$ cat src/rtl/core/nttbf_pkg.sv
// Shared types and constants for the modulo-12289 NTT butterfly lane.
`default_nettype none

package nttbf_pkg;

    // Field widths fixed by the stream format
    localparam int COEF_W      = 14;
    localparam int ADDR_W      = 10;
    localparam int STAGE_W     = 4;
    localparam int TABLE_DEPTH = 1024;
    localparam int S_TDATA_W   = 56;
    localparam int M_TDATA_W   = 32;

    // Modulus in the widths where it is compared
    localparam logic [COEF_W-1:0] MOD_Q14 = 14'd12289;
    localparam logic [COEF_W:0]   MOD_Q15 = 15'd12289;

    // Barrett reduction of a 28-bit product: qest = (x * M) >> 42
    localparam int PROD_W        = 28;
    localparam int QEST_W        = 15;
    localparam int BARRETT_SHIFT = 42;
    localparam int BARRETT_W     = 29;
    localparam int BFULL_W       = PROD_W + BARRETT_W;
    localparam logic [63:0] BARRETT_FULL = (64'd1 << BARRETT_SHIFT) / 64'd12289;
    localparam logic [BARRETT_W-1:0] BARRETT_M = BARRETT_FULL[BARRETT_W-1:0];

    // Queue between front and back
    localparam int QUEUE_DEPTH = 4;
    localparam int QUEUE_AW    = 2;
    localparam int QUEUE_CW    = 3;

    typedef enum logic {
        MODE_LOAD = 1'b0,
        MODE_BFLY = 1'b1
    } mode_t;

    typedef logic [COEF_W-1:0] coef_t;
    typedef logic [ADDR_W-1:0] taddr_t;

    // One classified transaction; addr is the write address for a load
    // and the twiddle index for a butterfly
    typedef struct packed {
        mode_t  mode;
        coef_t  even;
        coef_t  odd;
        taddr_t addr;
        coef_t  word;
    } entry_t;

endpackage

`default_nettype wire

$ cat src/rtl/core/nttbf_front.sv
// Front end: accepts input transactions, reduces the even value and
// resolves the twiddle index from the pair counter and the stage.
`default_nettype none

module nttbf_front #(
    parameter int TRANSFORM_SIZE   = 1024,
    parameter int LANE_COUNT       = 4,
    parameter int PAIRS_PER_SAMPLE = 128
) (
    input  wire logic                                aclk,
    input  wire logic                                aresetn,
    input  wire logic                                s_tvalid,
    output logic                                     s_tready,
    input  wire logic                                s_tuser,
    input  wire logic [nttbf_pkg::S_TDATA_W-1:0]     s_tdata,
    input  wire logic [nttbf_pkg::STAGE_W-1:0]       stage_number,
    output logic                                     q_push,
    output nttbf_pkg::entry_t                        q_entry,
    input  wire logic                                q_full
);
    import nttbf_pkg::*;

    localparam int CW = (PAIRS_PER_SAMPLE > 1) ? $clog2(PAIRS_PER_SAMPLE) : 1;
    localparam int PW = CW + $clog2(LANE_COUNT) + 1;
    localparam int IW = (PW > ADDR_W) ? PW : ADDR_W;
    localparam logic [4:0] LOGN = 5'($clog2(TRANSFORM_SIZE));

    logic          fv_reg;
    entry_t        entry_reg;
    entry_t        entry_next;
    logic [CW-1:0] cnt_reg;
    logic [CW-1:0] cnt_next;
    logic          accept;
    logic [4:0]    stage_ext;
    logic          stride_sat;
    logic [4:0]    shift_k;
    logic [4:0]    base_e;
    logic [IW-1:0] scaled;
    logic [IW-1:0] quot;
    logic [12:0]   base;
    taddr_t        twiddle_idx;
    coef_t         even_in;

    assign s_tready = !fv_reg || !q_full;
    assign accept   = s_tvalid && s_tready;
    assign q_push   = fv_reg;
    assign q_entry  = entry_reg;

    // Twiddle index: (cnt * lanes) / stride + N / (2 * stride), stride a power of two
    always_comb begin
        stage_ext   = {1'b0, stage_number};
        stride_sat  = (stage_ext + 5'd1) >= LOGN;
        shift_k     = stride_sat ? 5'd0 : (LOGN - 5'd1 - stage_ext);
        base_e      = stride_sat ? (LOGN - 5'd1) : stage_ext;
        scaled      = IW'(cnt_reg) * IW'(LANE_COUNT);
        quot        = scaled >> shift_k;
        base        = 13'd1 << base_e;
        twiddle_idx = quot[ADDR_W-1:0] + base[ADDR_W-1:0];
    end

    // Classify and build the queue entry
    always_comb begin
        even_in          = s_tdata[13:0];
        entry_next.mode  = mode_t'(s_tuser);
        entry_next.even  = (even_in >= MOD_Q14) ? (even_in - MOD_Q14) : even_in;
        entry_next.odd   = s_tdata[27:14];
        entry_next.addr  = (mode_t'(s_tuser) == MODE_BFLY) ? twiddle_idx : s_tdata[37:28];
        entry_next.word  = s_tdata[51:38];
        cnt_next         = (cnt_reg == CW'(PAIRS_PER_SAMPLE - 1)) ? '0 : (cnt_reg + 1'b1);
    end

    // Control: stage valid and pair counter
    always_ff @(posedge aclk) begin
        if (!aresetn) begin
            fv_reg  <= 1'b0;
            cnt_reg <= '0;
        end else begin
            if (s_tready) begin
                fv_reg <= s_tvalid;
            end
            if (accept && mode_t'(s_tuser) == MODE_BFLY) begin
                cnt_reg <= cnt_next;
            end
        end
    end

    // Payload
    always_ff @(posedge aclk) begin
        if (accept) begin
            entry_reg <= entry_next;
        end
    end

`ifndef NO_ASSERTIONS
    a_cnt_range: assert property (@(posedge aclk) disable iff (!aresetn)
        cnt_reg <= CW'(PAIRS_PER_SAMPLE - 1))
        else $error("pair counter out of range");
    a_load_keeps_cnt: assert property (@(posedge aclk) disable iff (!aresetn)
        (accept && mode_t'(s_tuser) == MODE_LOAD) |=> $stable(cnt_reg))
        else $error("load transaction moved the pair counter");
`endif

endmodule

`default_nettype wire

$ cat config.mk
export PLATFORM = sky130hd
export DESIGN_NAME = nttbf_front
export DESIGN_NICKNAME = d
export VERILOG_FILES = /design/src/rtl/core/nttbf_pkg.sv /design/src/rtl/core/nttbf_front.sv
export SDC_FILE = /design/constraint.sdc
export NUM_CORES = 1
export LEC_CHECK = 0
export BUFFER_PORTS_ARGS = -buffer_cell sky130_fd_sc_hd__buf_4
export CAP_MARGIN = 20
export CELL_PAD_IN_SITES_DETAIL_PLACEMENT = 1
export CELL_PAD_IN_SITES_GLOBAL_PLACEMENT = 1
export CORE_MARGIN = 3
export CORE_UTILIZATION = 35
export DETAILED_ROUTE_END_ITERATION = 6
export PLACE_DENSITY_LB_ADDON = 0.1
export SLEW_MARGIN = 20
export SYNTH_ARGS = -nofsm -noshare
export SYNTH_HDL_FRONTEND = slang
export SYNTH_SLANG_ARGS = --single-unit
$ cat constraint.sdc
create_clock -name aclk -period 19.3 [get_ports aclk]
set_clock_uncertainty 0.2 [all_clocks]
set_input_delay 3.86 -clock aclk [delete_from_list [all_inputs] [get_ports aclk]]
set_output_delay 3.86 -clock aclk [all_outputs]
set_load 0.005 [all_outputs]
==> results.md, run 1 <==
- Status: complete, no violations
- Port Buffers: 115
- H-Tree Depth: 3
- Pwr Density: 69.6 mW/mm^2
- CTS root buf: clkbuf_8
- Fmax: 0.120 GHz
- Hold Crit Endpoint: q_push
- Post_cts resized: 0
- Via density: 5.27
- Fin nets: 496
- Share of post-route cells with drive strength above 1: 35.6%
- Startpoint Class: primary input
- Reg2reg path depth: 10
- Crit path max fanout: 17
- Full die area: 0.0113 sq mm
- Post-DP HPWL: 7030 microns
- Reg clk slew, reported paths: 0.07 ns
- Mapped Cells: 303
- Setup Fix Bufs, Post-CTS: 0
- Post-DP Area: 0.00448 sq mm
- Vias in the first global route: 2934
- Synthesis-stage register bit count: 61
- Routed WL per cell: 17.3 microns
- Antenna violations before repair: 0
- Slew headroom: 54.6%
- Avg Cell Area, Syn: 11.6 sq um
- RSZ-0062 raised after global routing: false
- Die X: 106 microns
- Hold Fails Final Rpt: 0
- Max clock buf depth: 2
- Initial detailed-routing violation count: 158
- FF-to-FF End: q_entry[20]
- Final critical-path required period: 8.31 ns
- Hold depth: 2
- Synthesized Nets: 385
- Design Area, Final: 0.00468 sq mm
- IO Pins: 120
- Post-route ant nets: 0
- CP Capture Type: flop
- First-pass GRT wire length: 15100 microns
- WL final: 9440 microns
- Cts bufs inserted: 9
- Sinks on the clock net: 61
- Sequential share of the synthesized area: 49.7%
- Hold slack: 0.394 ns
- R2r setup slk: 15.81 ns
- Initial Util: 37.1%
- Clock latency on the worst-skew pair: 0.33 ns
- Design Power: 326 uW
- Die H: 106 microns
- Fin crit share: 43.1%
- Met1 Use GR: 20.2%
- Synth cell types: 69
- Total track usage: 16.8%
- Worst r2r src: cnt_reg[4]
- Hold path startpoint: q_push
- Slew Limit Fails: 0
- EDFF count, synth: 53
- Crit path DAT: 8.18 ns
- Req. time, crit path: 19.17 ns
- GPL Wtd Cong: 0.777
- Grt total ovfl: 0
- Critical path type: primary input to flop
- Yosys warnings: 0
- Row cnt: 35
- Met3 Track Usage GR: 4.55%
- CTS tree: built
- Final setup vio count: 0
- Setup TNS: 0 ns
- DR pass1 iterations: 4
- DRC violation count after routing: 0
- Async SR Flop Fraction: 0%
- Pin count of the biggest net entering global routing: 54
- DR vias: 2883
- Ant. Diodes: 0
- Peak supply drop: 32.6 uV
- Hold-fix buffers at CTS: 0
- Area Growth Syn to Fin: 32.9%
- Max reg flops: 53
- GR met2 Demand/Resource: 29.2%
- Synthesized cell area: 0.00352 sq mm
- Grt peak-use layer: met2
- Main synth FF type: edfxtp_1
- Core ar.: 0.00950 sq mm
- Hold WC Path Type: flop to flop
- Leak pwr: 1.96 nW
- Max cap viols: 0
- Worst-margin pin slew: 0.681 ns
[critical path, cell delays in order]
cell and delay, ns:
buf_4 0.21, inv_1 0.19, ha_1 0.34, or4b_4 0.47
a21oi_4 0.42, mux4_1 0.62, a31oi_1 0.18, o22ai_1 0.13
ha_1 0.25, fa_1 0.42, a21o_1 0.19, a21oi_1 0.22
o21bai_1 0.17, a21o_1 0.21, a221o_1 0.29
[Yosys cell counts (2+ instances only)]
library cell  count  share of area [%]
a211oi_1          6                1.3
a21boi_0          4               0.85
a21o_1            6                1.3
a21oi_1           7               0.99
a221o_1           2               0.57
a22oi_1           2               0.43
a31oi_1           4               0.71
and2_1            6                1.1
and3_1            2               0.36
buf_1             2               0.21
buf_2             3               0.43
buf_6             3               0.96
clkbuf_1          8               0.85
dfxtp_1           8                4.5
edfxtp_1         53                 45
ha_1             16                5.7
inv_1            10                1.1
mux2_2            6                1.9
mux2i_1           9                2.6
nand2_1          15                1.6
nand3_1           9                1.3
nand3b_1          2               0.43
nand4_1           2               0.36
nor2_1           20                2.1
nor2b_1           4               0.71
nor3_1            7               0.99
nor3b_1           2               0.43
nor4_1            6                1.1
o211ai_1          3               0.64
o21a_1            3               0.64
o21ai_0          13                1.8
o21bai_1          2               0.43
o22ai_1           2               0.36
o31a_1            2               0.50
or2_2             2               0.36
or3_1             3               0.53
or3b_2            2               0.50
xnor2_1           5                1.2
xor2_1           12                3.0
[routing by layer]
| metal | vias to the layer above | part of all wire (%) |
|---|---|---|
| li1 | 1386 | - |
| met1 | 1413 | 40 |
| met2 | 72 | 53 |
| met3 | 12 | 5.7 |
| met4 | 0 | 1.2 |
| met5 | - | 0 |
[power breakdown]
part | switching (mW) | internal, mW
Sequential | 0.00262 | 0.153
Combinational | 0.0252 | 0.0260
Clock | 0.0488 | 0.0708
Total | 0.0766 | 0.249
[how the worst max path moves through the flow]
stage	start	end	slack [ns]	cells past startpoint
4_1_cts	stage_number[1]	q_entry[20]	11.01	15
6_report	stage_number[1]	q_entry[20]	10.99	15
2_1_floorplan	s_tvalid	cnt_reg[6]	9.96	6
3_5_place_dp	stage_number[1]	q_entry[20]	10.66	15
5_1_grt	stage_number[1]	q_entry[20]	10.67	15
3_3_place_gp	stage_number[1]	q_entry[20]	10.69	15
[cell type report]
type / instances / area, sq um
clock inverters: 6 / 78.8
flip-flops and latches: 61 / 1750
repair buffers: 116 / 871
fillers: 1036 / 4820
clock buffers: 9 / 124
inverters: 10 / 37.5
well taps: 129 / 161
multi-input cells: 216 / 1660
[through the flow]
stage | instances | utilization (%) | setup slack (ns)
global route | 547 | 49.3 | 10.67
finish | 547 | 49.3 | 10.99
global placement | 532 | 47.1 | 10.69
floorplan | 303 | - | 9.96
CTS | 547 | 49.3 | 11.01
detailed placement | 532 | 47.1 | 10.66
[cells in the final DEF, fill, tap and decap left out, types with 3 or more instances in the layout]
| cell | synthesis | routed |
|---|---|---|
| a21boi_0 | 4 | 3 |
| a21oi_1 | 7 | 7 |
| mux2_2 | 6 | 6 |
| ha_1 | 16 | 16 |
| clkinv_2 | 0 | 3 |
| o21a_1 | 3 | 3 |
| nor4_1 | 6 | 6 |
| buf_4 | 0 | 116 |
| mux2i_1 | 9 | 9 |
| xor2_1 | 12 | 12 |
| a31oi_1 | 4 | 4 |
| nand3_1 | 9 | 9 |
| o21ai_0 | 13 | 13 |
| a211oi_1 | 6 | 6 |
| edfxtp_1 | 53 | 53 |
| nand2_1 | 15 | 15 |
| nor2b_1 | 4 | 4 |
| nor3_1 | 7 | 7 |
| and2_1 | 6 | 6 |
| dfxtp_1 | 8 | 8 |
| xnor2_1 | 5 | 5 |
| clkbuf_8 | 0 | 9 |
| inv_1 | 10 | 10 |
| nor2_1 | 20 | 20 |
| o211ai_1 | 3 | 3 |
| or3_1 | 3 | 3 |
| a21o_1 | 6 | 6 |
[cell families (layout without fill, tap and decap cells)]
kind of cell,after synthesis,count (layout),synth area share (%)
xor+xnor,17,17,4.23
fa+ha+maj,17,17,6.25
simple gates,91,91,14.3
mux,17,17,5.86
buf+inv,26,141,3.52
flops,61,61,49.7
compound gates,74,74,16.1
Note: power is estimated with default switching activity, not from simulation.
==> inputs of run 2 (changes only) <==
Settings changed: ABC_AREA from default to 1.
Clock period 19.3 ns to 7.9 ns, I/O delays scaled along.
==> results.md, run 2 <==
- GPL Wtd Cong: 0.837
- Pwr Density: 172 mW/mm^2
- First-pass GRT wire length: 15900 microns
- Critical path type: primary input to flop
- Main area contributors after synthesis: edfxtp_1 45%, nand2_1 9.3%, ha_1 5.6%
- Antenna violations before repair: 0
- Hold Crit Endpoint: cnt_reg[6]
- Routed WL per cell: 15.5 microns
- Fmax: 0.213 GHz
- Crit path DAT: 4.58 ns
- Post-synth top area cell: edfxtp_1
- Final critical-path required period: 4.71 ns
- Top Layer Used: met4
- DRC violation count after routing: 0
- Req. time, crit path: 7.77 ns
- Int Power: 589 uW
- CTS tree: built
- CTS root buf: clkbuf_8
- Share of post-route cells with drive strength above 1: 30.8%
- Row cnt: 36
- Worst r2r src: cnt_reg[1]
- Total track usage: 17.9%
- Max clock buf depth: 2
- DR pass1 iterations: 4
- Worst-margin pin slew: 0.732 ns
- Sinks on the clock net: 61
- Pin count of the biggest net entering global routing: 56
- Slew Limit Fails: 0
- Combinational share of power: 18.7%
- Cts bufs inserted: 9
- Mapped Cells: 387
- Most common cell after layout, fill and taps aside: buf_4
- Clock latency on the worst-skew pair: 0.34 ns
- Slew headroom: 51.2%
- Fin nets: 590
- IO Pins: 120
- Met2 WL: 5250 microns
- Reg clk slew, reported paths: 0.07 ns
- Main synth FF type: edfxtp_1
- Synthesis-stage register bit count: 61
- Synthesized cell area: 0.00354 sq mm
- Fin crit share: 59.6%
- Area Growth Syn to Fin: 33.4%
- Hold WC Path Type: flop to flop
- Sequential share of the synthesized area: 49.4%
- Async SR Flop Fraction: 0%
- Peak supply drop: 71.9 uV
- Yosys top cell area share: 44.9%
- Full die area: 0.0114 sq mm
- Leak pwr: 2.14 nW
- Initial detailed-routing violation count: 134
- CP Capture Type: flop
- Avg Cell Area, Syn: 9.16 sq um
- Commonest non-fill, non-tap cells in the layout: 116 x buf_4, 88 x nand2_1, 53 x edfxtp_1
- R2r setup slk: 5.11 ns
- Hold Fails Final Rpt: 0
- Hold-fix buffers at CTS: 0
- RSZ-0062 raised after global routing: false
- Initial Util: 36.1%
- Design Power: 812 uW
- Ant. Diodes: 0
- Startpoint Class: primary input
- H-Tree Depth: 3
- WL met3: 596 microns
- Setup TNS: 0 ns
- DR vias: 3090
- Wire length on met1: 4060 microns
- Most instantiated cells after synthesis: 88 x nand2_1, 53 x edfxtp_1, 48 x inv_1
- Status: complete, no violations
- Sw Ratio: 27.5%
- Die H: 107 microns
- Grt total ovfl: 0
- Hold path startpoint: cnt_reg[5]
- Yosys warnings: 0
- Max reg flops: 53
- WL final: 10000 microns
- Synth cell types: 39
- Post-DP HPWL: 7760 microns
- Count leader, synth: nand2_1
- Via density: 4.78
- Reg2reg path depth: 13
- Flop pwr share: 46.9%
- Crit path max fanout: 17
- Hold depth: 2
- Clock power share: 34.5%
- Setup Fix Bufs, Post-CTS: 0
- Switching power: 223 uW
- EDFF count, synth: 53
- Final setup vio count: 0
- Synthesized Nets: 469
- Max cap viols: 0
- Port Buffers: 115
- Vias in the first global route: 3183
- Core ar.: 0.00982 sq mm
- Post-route ant nets: 0
- Post_cts resized: 0
- FF-to-FF End: q_entry[20]
- Die X: 107 microns
[run 2: power by group through the flow]
stage / Combinational, mW / Sequential (mW) / Clock, mW
after floorplan: 0.0748 / 0.390 / 0
after global placement: 0.148 / 0.387 / 0
after detailed placement: 0.153 / 0.388 / 0
after CTS: 0.154 / 0.381 / 0.291
after global routing: 0.170 / 0.383 / 0.305
final: 0.152 / 0.381 / 0.280
[run 2: worst max-delay path by stage]
stage | from | endpoint | slack [ns]
after floorplan | s_tvalid | cnt_reg[3] | 3.36
after global placement | stage_number[1] | q_entry[20] | 2.93
after detailed placement | stage_number[1] | q_entry[20] | 2.84
after CTS | stage_number[1] | q_entry[20] | 3.21
after global routing | stage_number[1] | q_entry[20] | 2.94
final | stage_number[1] | q_entry[20] | 3.19
[run 2: cell families after synthesis]
group	after synthesis	synth area share, %
DFF	61	49.4
buffers and inverters	56	7.09
xor gates and xnor gates	16	3.95
AOI/OAI and AO/OA	55	9.28
and+or+nand+nor	182	24.0
adders and majority gates	17	6.21
[run 2: metrics by stage]
stage	instance area [sq um]	setup WS [ns]	hold slack [ns]	utilization, %	std cells
2_1_floorplan	3540	3.36	0.288	-	387
3_3_place_gp	4530	2.93	0.311	46.2	630
3_5_place_dp	4530	2.84	0.321	46.2	630
4_1_cts	4730	3.21	0.333	48.2	646
5_1_grt	4730	2.94	0.364	48.2	646
6_report	4730	3.19	0.327	48.2	646
[run 2: area by class of cell]
cell class              instances  area, sq um
clock buffers                   9          124
clock inverters                 7         72.6
fillers                      1205         5090
inverters                      50          194
multi-input cells             270         1550
flip-flops and latches         61         1750
well taps                     133          166
repair buffers                116          871
[run 2: critical path, stage by stage]
cell and delay (ns):
buf_4 0.14, inv_1 0.07, ha_1 0.27, inv_1 0.04
nor2_1 0.11, nand2_2 0.08, nand2_4 0.19, nand2_4 0.18
nand2_1 0.13, nand2_1 0.06, a21oi_1 0.13, a21oi_1 0.10
ha_1 0.26, fa_1 0.42, nand3_1 0.10, nand2_1 0.12
nand2_1 0.12, nand2_1 0.06, a21oi_1 0.15, xor2_1 0.17
o21ai_0 0.09
[run 2: per-layer routing]
layer  global-route usage (%)  vias up
met4                     4.66        0
met1                     20.9     1462
li1                         -     1543
met5                        0        -
met3                     5.54       10
met2                     31.7       75
