`src/rtl/core/nttbf_pkg.sv`:
```
// Shared types and constants for the modulo-12289 NTT butterfly lane.
`default_nettype none

package nttbf_pkg;

    // Field widths fixed by the stream format
    localparam int COEF_W      = 14;
    localparam int ADDR_W      = 10;
    localparam int STAGE_W     = 4;
    localparam int TABLE_DEPTH = 1024;
    localparam int S_TDATA_W   = 56;
    localparam int M_TDATA_W   = 32;

    // Modulus in the widths where it is compared
    localparam logic [COEF_W-1:0] MOD_Q14 = 14'd12289;
    localparam logic [COEF_W:0]   MOD_Q15 = 15'd12289;

    // Barrett reduction of a 28-bit product: qest = (x * M) >> 42
    localparam int PROD_W        = 28;
    localparam int QEST_W        = 15;
    localparam int BARRETT_SHIFT = 42;
    localparam int BARRETT_W     = 29;
    localparam int BFULL_W       = PROD_W + BARRETT_W;
    localparam logic [63:0] BARRETT_FULL = (64'd1 << BARRETT_SHIFT) / 64'd12289;
    localparam logic [BARRETT_W-1:0] BARRETT_M = BARRETT_FULL[BARRETT_W-1:0];

    // Queue between front and back
    localparam int QUEUE_DEPTH = 4;
    localparam int QUEUE_AW    = 2;
    localparam int QUEUE_CW    = 3;

    typedef enum logic {
        MODE_LOAD = 1'b0,
        MODE_BFLY = 1'b1
    } mode_t;

    typedef logic [COEF_W-1:0] coef_t;
    typedef logic [ADDR_W-1:0] taddr_t;

    // One classified transaction; addr is the write address for a load
    // and the twiddle index for a butterfly
    typedef struct packed {
        mode_t  mode;
        coef_t  even;
        coef_t  odd;
        taddr_t addr;
        coef_t  word;
    } entry_t;

endpackage

`default_nettype wire

```
`src/rtl/core/nttbf_queue.sv`:
```
// Short FIFO that decouples the front end from the butterfly back end.
`default_nettype none

module nttbf_queue (
    input  wire logic               aclk,
    input  wire logic               aresetn,
    input  wire logic               push,
    input  wire nttbf_pkg::entry_t  push_entry,
    output logic                    full,
    input  wire logic               pop,
    output nttbf_pkg::entry_t       head,
    output logic                    empty
);
    import nttbf_pkg::*;

    entry_t              slot_mem [QUEUE_DEPTH];
    logic [QUEUE_AW-1:0] wptr_reg;
    logic [QUEUE_AW-1:0] rptr_reg;
    logic [QUEUE_CW-1:0] count_reg;
    logic                do_push;
    logic                do_pop;

    assign full    = count_reg == QUEUE_CW'(QUEUE_DEPTH);
    assign empty   = count_reg == '0;
    assign do_push = push && !full;
    assign do_pop  = pop && !empty;
    assign head    = slot_mem[rptr_reg];

    // Pointers and fill count
    always_ff @(posedge aclk) begin
        if (!aresetn) begin
            wptr_reg  <= '0;
            rptr_reg  <= '0;
            count_reg <= '0;
        end else begin
            if (do_push) begin
                wptr_reg <= wptr_reg + 1'b1;
            end
            if (do_pop) begin
                rptr_reg <= rptr_reg + 1'b1;
            end
            if (do_push && !do_pop) begin
                count_reg <= count_reg + 1'b1;
            end else if (do_pop && !do_push) begin
                count_reg <= count_reg - 1'b1;
            end
        end
    end

    // Storage
    always_ff @(posedge aclk) begin
        if (do_push) begin
            slot_mem[wptr_reg] <= push_entry;
        end
    end

`ifndef NO_ASSERTIONS
    a_count_bound: assert property (@(posedge aclk) disable iff (!aresetn)
        count_reg <= QUEUE_CW'(QUEUE_DEPTH))
        else $error("queue count above depth");
    a_count_step: assert property (@(posedge aclk) disable iff (!aresetn)
        (do_push && do_pop) |=> $stable(count_reg))
        else $error("queue count moved on simultaneous push and pop");
`endif

endmodule

`default_nettype wire

```
`config.mk`:
```
export PLATFORM = sky130hd
export DESIGN_NAME = nttbf_queue
export DESIGN_NICKNAME = d
export VERILOG_FILES = /design/src/rtl/core/nttbf_pkg.sv /design/src/rtl/core/nttbf_queue.sv
export SDC_FILE = /design/constraint.sdc
export NUM_CORES = 1
export LEC_CHECK = 0
export BUFFER_PORTS_ARGS = -buffer_cell sky130_fd_sc_hd__buf_2
export CAP_MARGIN = 30
export CORE_UTILIZATION = 35
export DETAILED_ROUTE_END_ITERATION = 8
export REMOVE_ABC_BUFFERS = 1
export SKIP_CTS_REPAIR_TIMING = 1
export SLEW_MARGIN = 20
export SYNTH_ARGS = -nofsm -noshare
export SYNTH_HDL_FRONTEND = slang
export SYNTH_SLANG_ARGS = --single-unit
```
`constraint.sdc`:
```
create_clock -name aclk -period 2.4 [get_ports aclk]
set_input_delay 0 -clock aclk [delete_from_list [all_inputs] [get_ports aclk]]
set_output_delay 0 -clock aclk [all_outputs]
set_load 0.02 [all_outputs]
```
==> flow_metrics.tcl, run 1 <==
set metrics [dict create \
    status "complete, no violations" \
    wirelength_um 15200 \
    overflow 0 \
    design_area_mm2 0.0104 \
    ys_async_sr_fraction_pct 0 \
    die_x_um 155 \
    ioPinCount 112 \
    yosys.area.top_type "edfxtp_1" \
    rows 55 \
    clock_power_share_pct 30.2 \
    fmax_mhz 453 \
    p_int_uw 7910 \
    finalHoldViolations 0 \
    critPathLaunchType "register" \
    synth_top_area_share_pct 77.8 \
    synth_edf_count 212 \
    cp_max_fo 6 \
    min_period_over_period_pct 92.0 \
    path_class "reg -> reg" \
    num_vias 3901 \
    drtIter0Drc 206 \
    end_kind "register" \
    slew_headroom_pct 70.4 \
    dieArea_mm2 0.0240 \
    vdd_drop_max_mv 0.509 \
    synthTopCellsByArea "edfxtp_1, mux4_2, dfxtp_1, buf_12, ha_1" \
    clockBufferDepth 3 \
    placed_area_mm2 0.00916 \
    io_buffer_count 111 \
    root_buffer "clkbuf_16" \
    maxSlewViolCount 0 \
    yosysSeqAreaShare_pct 80.0 \
    synth_top_cells_by_count "edfxtp_1, mux4_2, dfxtp_1" \
    drt-pass1-iter-count 4 \
    core_area_mm2 0.0228 \
    clock_skew_ns 0.00643 \
    p_leak_uw 0.00353 \
    dp_hpwl_um 9000 \
    grt_pass1_wl_um 23400 \
    rsz0062_at_grt "false" \
    fin_cells 844 \
    cts_max_level 1 \
    antenna_found_initial 1 \
    synth_area_mm2 0.00818 \
    start_util_pct 35.9 \
    arrival_ns 2.63 \
    grt_max_degree 33 \
    first_global_vias 4125 \
    worstMarginPinSlew_ns 0.443 \
    die_h_um 155 \
    p_sw_uw 3080 \
    syn_to_final_growth_pct 27.4 \
    nets 577 \
    largest_reg_flops 212 \
    netlist_instances 325 \
    postRouteAntennaNets 0 \
    viasPerCell 4.62 \
    yosysWarnings 0 \
    wl_per_cell_um 18.0 \
    numClockSinks 221 \
    grt_util_all_layers_pct 13.0 \
    cap_viol_max_count 0 \
    hold_ws_ns 0.0866 \
    yosysUniqueCellTypes 23 \
    period_needed_ns 2.21 \
    required_ns 2.82 \
    synth.avg_cell_area_um2 25.2 \
    share_comb_of_total_power_pct 25.0 \
    setup_violations 0 \
    synthFlopType "edfxtp_1" \
    power_frac_seq_pct 44.8 \
    gp_congestion 0.650 \
    clk_latency_ns 0.49 \
    cts_tree "done" \
    holdCritPathClass "in -> reg" \
    swShare_pct 28.0 \
    yosysMostFrequentCell "edfxtp_1" \
    clk_pin_slew_ns 0.06 \
    drive_gt1_share_pct 40.8 \
    dp_cells 747 \
    p_per_area_mw_per_mm2 1050 \
    drc 0 \
    cts_made_buffers 23 \
    ys_ff_latch 221 \
]
layer usage:
metal | vias up | global-route usage [%] | wire length, um
li1 | 1750 | - | -
met2 | 87 | 21.6 | 7480
met4 | 0 | 3.49 | 248
met3 | 20 | 3.18 | 684
met5 | - | 0 | 0
met1 | 2044 | 17.0 | 6810
power groups by stage:
stage                     combinational (uW)  sequential [uW]  clock, uW
after floorplan                         1690             5080          0
after global placement                  2720             4990          0
after detailed placement                2750             5020          0
after CTS                               2750             4930       3420
after global routing                    2970             4980       3570
final                                   2750             4920       3320
critical path, cell delays in order (launching register included):
cell      delay (ns)
dfxtp_1         0.49
nor3b_2         0.09
nor2b_1         0.23
ha_1            0.24
inv_1           0.06
fa_1            0.39
xor2_1          0.16
or3_1           0.32
a21boi_0        0.16
final timing paths:
path | from | endpoint | slack [ns] | depth (start not counted)
worst max register to register | count_reg[0] | count_reg[2] | 0.19 | 8
worst min-delay path | push | wptr_reg[0] | 0.09 | 4
worst min register to register | wptr_reg[0] | wptr_reg[0] | 0.52 | 2
worst max-delay path | count_reg[0] | count_reg[2] | 0.19 | 8
layout make-up:
type	instances	area, um2
Antenna cell	1	2.50
Clock inverter	16	126
Inverter	3	11.3
Sequential cell	221	6550
Tap cell	313	392
Multi-Input combinational cell	87	1490
Fill cell	1924	12400
Clock buffer	25	583
Timing Repair Buffer	178	1270
stage by stage:
step           setup slack, ns  util (%)  power, uW  TNS [ns]
2_1_floorplan           -0.613         -       6770    -89.43
3_3_place_gp             0.390      40.2       7710         0
3_5_place_dp             0.230      40.2       7760         0
4_1_cts                  0.192      43.3      11100         0
5_1_grt                 0.0699      45.8      11500         0
6_report                 0.193      45.8      11000         0
cell families (layout without fill, tap and decap cells):
logic type / after synthesis / count (layout) / share of synthesized area, %
adder cells (fa/ha/maj): 6 / 6 / 1.01
buffers and inverters: 17 / 222 / 1.96
XOR/XNOR: 4 / 4 / 0.428
other: 0 / 1 / 0
AND/OR/NAND/NOR: 17 / 17 / 1.24
multiplexers: 56 / 56 / 15.0
AO/OA/AOI/OAI: 4 / 4 / 0.413
flip-flops: 221 / 221 / 80.0
layout by cell type, fill, tap and decap left out, drive strengths merged, types with 3 or more instances in the layout:
cell type    instances
nand2                4
edfxtp             212
dfxtp                9
clkbuf              25
clkinv              12
inv                  3
dlygate4sd3         55
ha                   5
xnor2                3
mux2i                3
mux4                53
and2                 8
buf                123
Note: power is estimated with default switching activity, not from simulation.
==> run 2: changes to the inputs <==
- MAX_ROUTING_LAYER: unset -> met4
==> run 2 against run 1 <==
Against the previous run:
- setup slack about the same
- fmax about the same
- global-route usage increased by 0.39 points
- critical path depth unchanged
- total power about the same
- hold slack got worse by 0.00075 ns
- critical path type unchanged
- largest cell class unchanged
==> flow_metrics.tcl, run 2 (same netlist as run 1, synthesis figures left out) <==
set metrics [dict create \
    clock_skew_ns 0.00773 \
    clockBufferDepth 3 \
    core_area_mm2 0.0228 \
    grt_pass1_wl_um 23300 \
    period_needed_ns 2.21 \
    min_path_cells 4 \
    critPathLaunchType "register" \
    wl_per_cell_um 18.1 \
    rsz0062_at_grt "false" \
    min_period_over_period_pct 92.0 \
    drc 0 \
    drtIter0Drc 210 \
    design_area_mm2 0.0104 \
    first_global_vias 4131 \
    p_leak_uw 0.00353 \
    hp-start "push" \
    dp_hpwl_um 9000 \
    num_vias 3911 \
    cp_max_fo 6 \
    maxSlewViolCount 0 \
    fillers 1924 \
    holdCritPathClass "in -> reg" \
    start_util_pct 35.9 \
    grt_max_degree 33 \
    status "complete, no violations" \
    grt_util_all_layers_pct 13.3 \
    required_ns 2.82 \
    overflow 0 \
    drt-pass1-iter-count 4 \
    syn_to_final_growth_pct 27.4 \
    end_kind "register" \
    placed_area_mm2 0.00916 \
    cts_max_level 1 \
    die_h_um 155 \
    die_x_um 155 \
    ioPinCount 112 \
    multiInputGateArea_mm2 0.00149 \
    r2r_start "count_reg[0]" \
    wirelength_um 15300 \
    drive_gt1_share_pct 40.8 \
    path_class "reg -> reg" \
    slowest_delay_ns 0.49 \
    dieArea_mm2 0.0240 \
    worstMarginPinSlew_ns 0.442 \
    nets 577 \
    setup_violations 0 \
    rows 55 \
    gp_congestion 0.656 \
    clk_latency_ns 0.49 \
    regArea_mm2 0.00655 \
    vdd_drop_max_mv 0.510 \
    fmax_mhz 453 \
    r2r_end "count_reg[2]" \
    p_per_area_mw_per_mm2 1050 \
    cts_tree "done" \
    slew_headroom_pct 70.5 \
    finalHoldViolations 0 \
    cts_made_buffers 23 \
    numClockSinks 221 \
    slowest_stage "dfxtp_1" \
    final_common_cell "edfxtp_1" \
    fin_tns_setup_ns 0 \
    postRouteAntennaNets 0 \
    min_to "wptr_reg[0]" \
    crit_chain "nor3b_2, nor2b_1, ha_1, inv_1, fa_1, xor2_1, or3_1, a21boi_0" \
    clk_pin_slew_ns 0.06 \
    antenna_found_initial 1 \
    arrival_ns 2.63 \
    root_buffer "clkbuf_16" \
    largest_reg_flops 212 \
    io_buffer_count 111 \
    mostFrequentLayoutCells "edfxtp_1, buf_2, dlygate4sd3_1, mux4_2, clkbuf_16" \
    cap_viol_max_count 0 \
    viasPerCell 4.63 \
    regToRegSetupSlack_ns 0.19 \
    reg2reg_depth 8 \
]
==> run 2: cell counts in the layout (fill, tap and decap cells not counted) <==
No cell type changed its count.
==> run 2: worst max path at each step <==
| stage | from | end | slack (ns) | cells after the start |
|---|---|---|---|---|
| after floorplan | register | head[0] | -0.61 | 1 |
| after global placement | count_reg[1] | count_reg[2] | 0.39 | 7 |
| after detailed placement | count_reg[0] | count_reg[2] | 0.23 | 8 |
| after CTS | register | head[41] | 0.19 | 3 |
| after global routing | count_reg[0] | count_reg[2] | 0.07 | 8 |
| final | count_reg[0] | count_reg[2] | 0.19 | 8 |
==> run 2: through the flow <==
stage | power [uW] | utilization, % | std cells | hold slack [ns] | setup slack, ns
2_1_floorplan | 6770 | - | 311 | 0.0989 | -0.613
4_1_cts | 11100 | 43.3 | 788 | -0.300 | 0.192
6_report | 11000 | 45.8 | 844 | 0.0858 | 0.193
3_5_place_dp | 7760 | 40.2 | 747 | 0.218 | 0.230
5_1_grt | 11500 | 45.8 | 844 | 0.0808 | 0.0699
3_3_place_gp | 7710 | 40.2 | 747 | 0.209 | 0.390
==> run 2: worst max-delay path: cells and delay by family (launching register included) <==
family,cells,cell delay [ns]
and+or+nand+nor,3,0.64
adders and majority gates,2,0.63
DFF,1,0.49
xor gates and xnor gates,1,0.16
AOI/OAI and AO/OA,1,0.16
buffers and inverters,1,0.06
==> run 2: layout make-up <==
type                    instances  area share [%]
well taps                     313            3.76
clock inverters                16            1.21
flip-flops and latches        221            62.9
clock buffers                  25            5.59
multi-input cells              87            14.3
diodes                          1          0.0240
inverters                       3           0.108
repair buffers                178            12.2
==> run 2: power breakdown <==
group / switching, uW / internal (uW)
clock network: 1370 / 1960
registers: 229 / 4690
logic: 1480 / 1260
==> run 2: per-layer routing <==
metal | GRT usage (%) | part of all wire, % | up-vias
li1 | - | - | 1750
met2 | 21.7 | 49 | 89
met3 | 3.18 | 4.6 | 20
met1 | 16.9 | 45 | 2052
met5 | - | 0 | -
met4 | 3.49 | 1.6 | 0
==> run 3: changes to the inputs <==
- BUFFER_PORTS_ARGS: -buffer_cell sky130_fd_sc_hd__buf_2 -> -buffer_cell sky130_fd_sc_hd__buf_4
==> run 3 against run 2 <==
Against the previous run:
- largest power group unchanged
- fmax fell by 2.9%
- largest cell class unchanged
- total power increased by 6.5%
- via count decreased by 0.61%
- critical path type unchanged
- clock skew increased by 0.0038 ns
- sequential share of layout area is 2.2 points lower
- sequential power about the same
- cell count grew 0.24%
- critical path depth unchanged
- core utilization grew 1.7 points
- highest routed layer unchanged
==> flow_metrics.tcl, run 3 (same netlist as run 1, synthesis figures left out) <==
set metrics [dict create \
    status "complete, no violations" \
    drive_gt1_share_pct 41.5 \
    die_x_um 155 \
    clock_power_share_pct 32.0 \
    path_class "reg -> reg" \
    clk_pin_slew_ns 0.06 \
    largest_reg_flops 212 \
    finalHoldViolations 0 \
    worstMarginPinSlew_ns 0.457 \
    antenna_found_initial 0 \
    cts_tree "done" \
    cts_made_buffers 24 \
    regToRegSetupSlack_ns 0.13 \
    core_area_mm2 0.0228 \
    syn_to_final_growth_pct 32.0 \
    wirelength_um 14800 \
    required_ns 2.80 \
    p_int_uw 8570 \
    arrival_ns 2.67 \
    hp-start "push" \
    drc 0 \
    p_per_area_mw_per_mm2 1080 \
    r2r_end "count_reg[2]" \
    nets 578 \
    rsz0062_at_grt "false" \
    start_util_pct 35.9 \
    vdd_drop_max_mv 0.449 \
    overflow 0 \
    slowest_delay_ns 0.48 \
    io_buffer_count 111 \
    placed_area_mm2 0.00943 \
    ioPinCount 112 \
    swShare_pct 26.8 \
    power_frac_seq_pct 41.8 \
    holdCritPathClass "in -> reg" \
    min_to "wptr_reg[1]" \
    mostFrequentLayoutCells "edfxtp_1, buf_4, dlygate4sd3_1, mux4_2, clkbuf_16" \
    viasPerCell 4.59 \
    setup.worst_path.start "count_reg[0]" \
    end_kind "register" \
    reg2reg_depth 8 \
    first_global_vias 4035 \
    dieArea_mm2 0.0240 \
    design_area_mm2 0.0108 \
    clk_latency_ns 0.50 \
    period_needed_ns 2.27 \
    share_comb_of_total_power_pct 26.3 \
    cp_max_fo 6 \
    die_h_um 155 \
    final_common_cell "edfxtp_1" \
    p_leak_uw 0.00368 \
    grt_pass1_wl_um 22700 \
    cts_max_level 1 \
    slew_headroom_pct 69.5 \
    cap_viol_max_count 0 \
    clockBufferDepth 3 \
    p_sw_uw 3140 \
    drtIter0Drc 177 \
    slowest_stage "dfxtp_1" \
    critPathTopFamily "simple AND/OR/NAND/NOR gates" \
    grt_util_all_layers_pct 12.8 \
    numClockSinks 221 \
    worst-path-buf-inv 1 \
    crit_chain "nor3b_2, nor2b_1, ha_1, inv_1, fa_1, xor2_1, or3_1, a21boi_0" \
    min_path_cells 4 \
    fmax_mhz 440 \
    setup_violations 0 \
    clock_skew_ns 0.0115 \
    wl_per_cell_um 17.6 \
    postRouteAntennaNets 0 \
    finalPower_uw 11700 \
    r2r_start "count_reg[0]" \
    fillers 1888 \
    drt-pass1-iter-count 4 \
    dp_hpwl_um 8980 \
    rows 55 \
    maxSlewViolCount 0 \
    gp_congestion 0.691 \
    root_buffer "clkbuf_16" \
    critPathLaunchType "register" \
    num_antenna_cells 0 \
    grt_max_degree 32 \
    num_vias 3887 \
    min_period_over_period_pct 94.7 \
]
run 3: area by class of cell:
type                    count  area (um2)  share of cell area [%]
clock buffers              30         644                    5.96
clock inverters            14         181                    1.68
inverters                   3        11.3                   0.104
multi-input cells          87        1490                    13.8
flip-flops and latches    221        6550                    60.7
well taps                 313         392                    3.62
repair buffers            178        1540                    14.2
run 3: power by group through the flow:
| stage | logic (uW) | clock network [uW] | registers [uW] |
|---|---|---|---|
| floorplan | 1690 | 0 | 5080 |
| global placement | 3040 | 0 | 4950 |
| detailed placement | 3070 | 0 | 4990 |
| CTS | 3090 | 3860 | 4910 |
| global route | 3290 | 3980 | 4940 |
| finish | 3080 | 3750 | 4890 |
run 3: tightest hold or removal path, cell delays in order:
cell,delay (ns)
buf_4,0.10
nor2b_1,0.14
buf_4,0.16
mux2i_1,0.11
run 3: worst max path at each step:
stage              endpoint  slack (ns)  cells past startpoint
2_1_floorplan       head[0]       -0.61                      1
3_3_place_gp   count_reg[2]        0.40                      7
3_5_place_dp   count_reg[2]        0.17                      8
4_1_cts        count_reg[2]        0.11                      8
5_1_grt        count_reg[2]       0.002                      8
6_report       count_reg[2]        0.13                      8
run 3: metal layers:
layer | wire length, um | global-route usage [%] | vias up
met5 | 0 | - | -
met4 | 170 | 3.49 | 0
met3 | 758 | 3.12 | 18
met2 | 7310 | 20.6 | 109
met1 | 6610 | 16.3 | 1999
li1 | - | - | 1761
run 3: metrics by stage:
step	cells	utilization [%]	worst slack [ns]	hold slack [ns]	TNS, ns
finish	846	47.4	0.127	0.0706	0
global placement	747	41.4	0.401	0.198	0
detailed placement	747	41.4	0.168	0.202	0
floorplan	311	-	-0.613	0.0989	-89.43
CTS	791	45.0	0.114	-0.329	0
global route	846	47.4	0.00162	0.0833	0
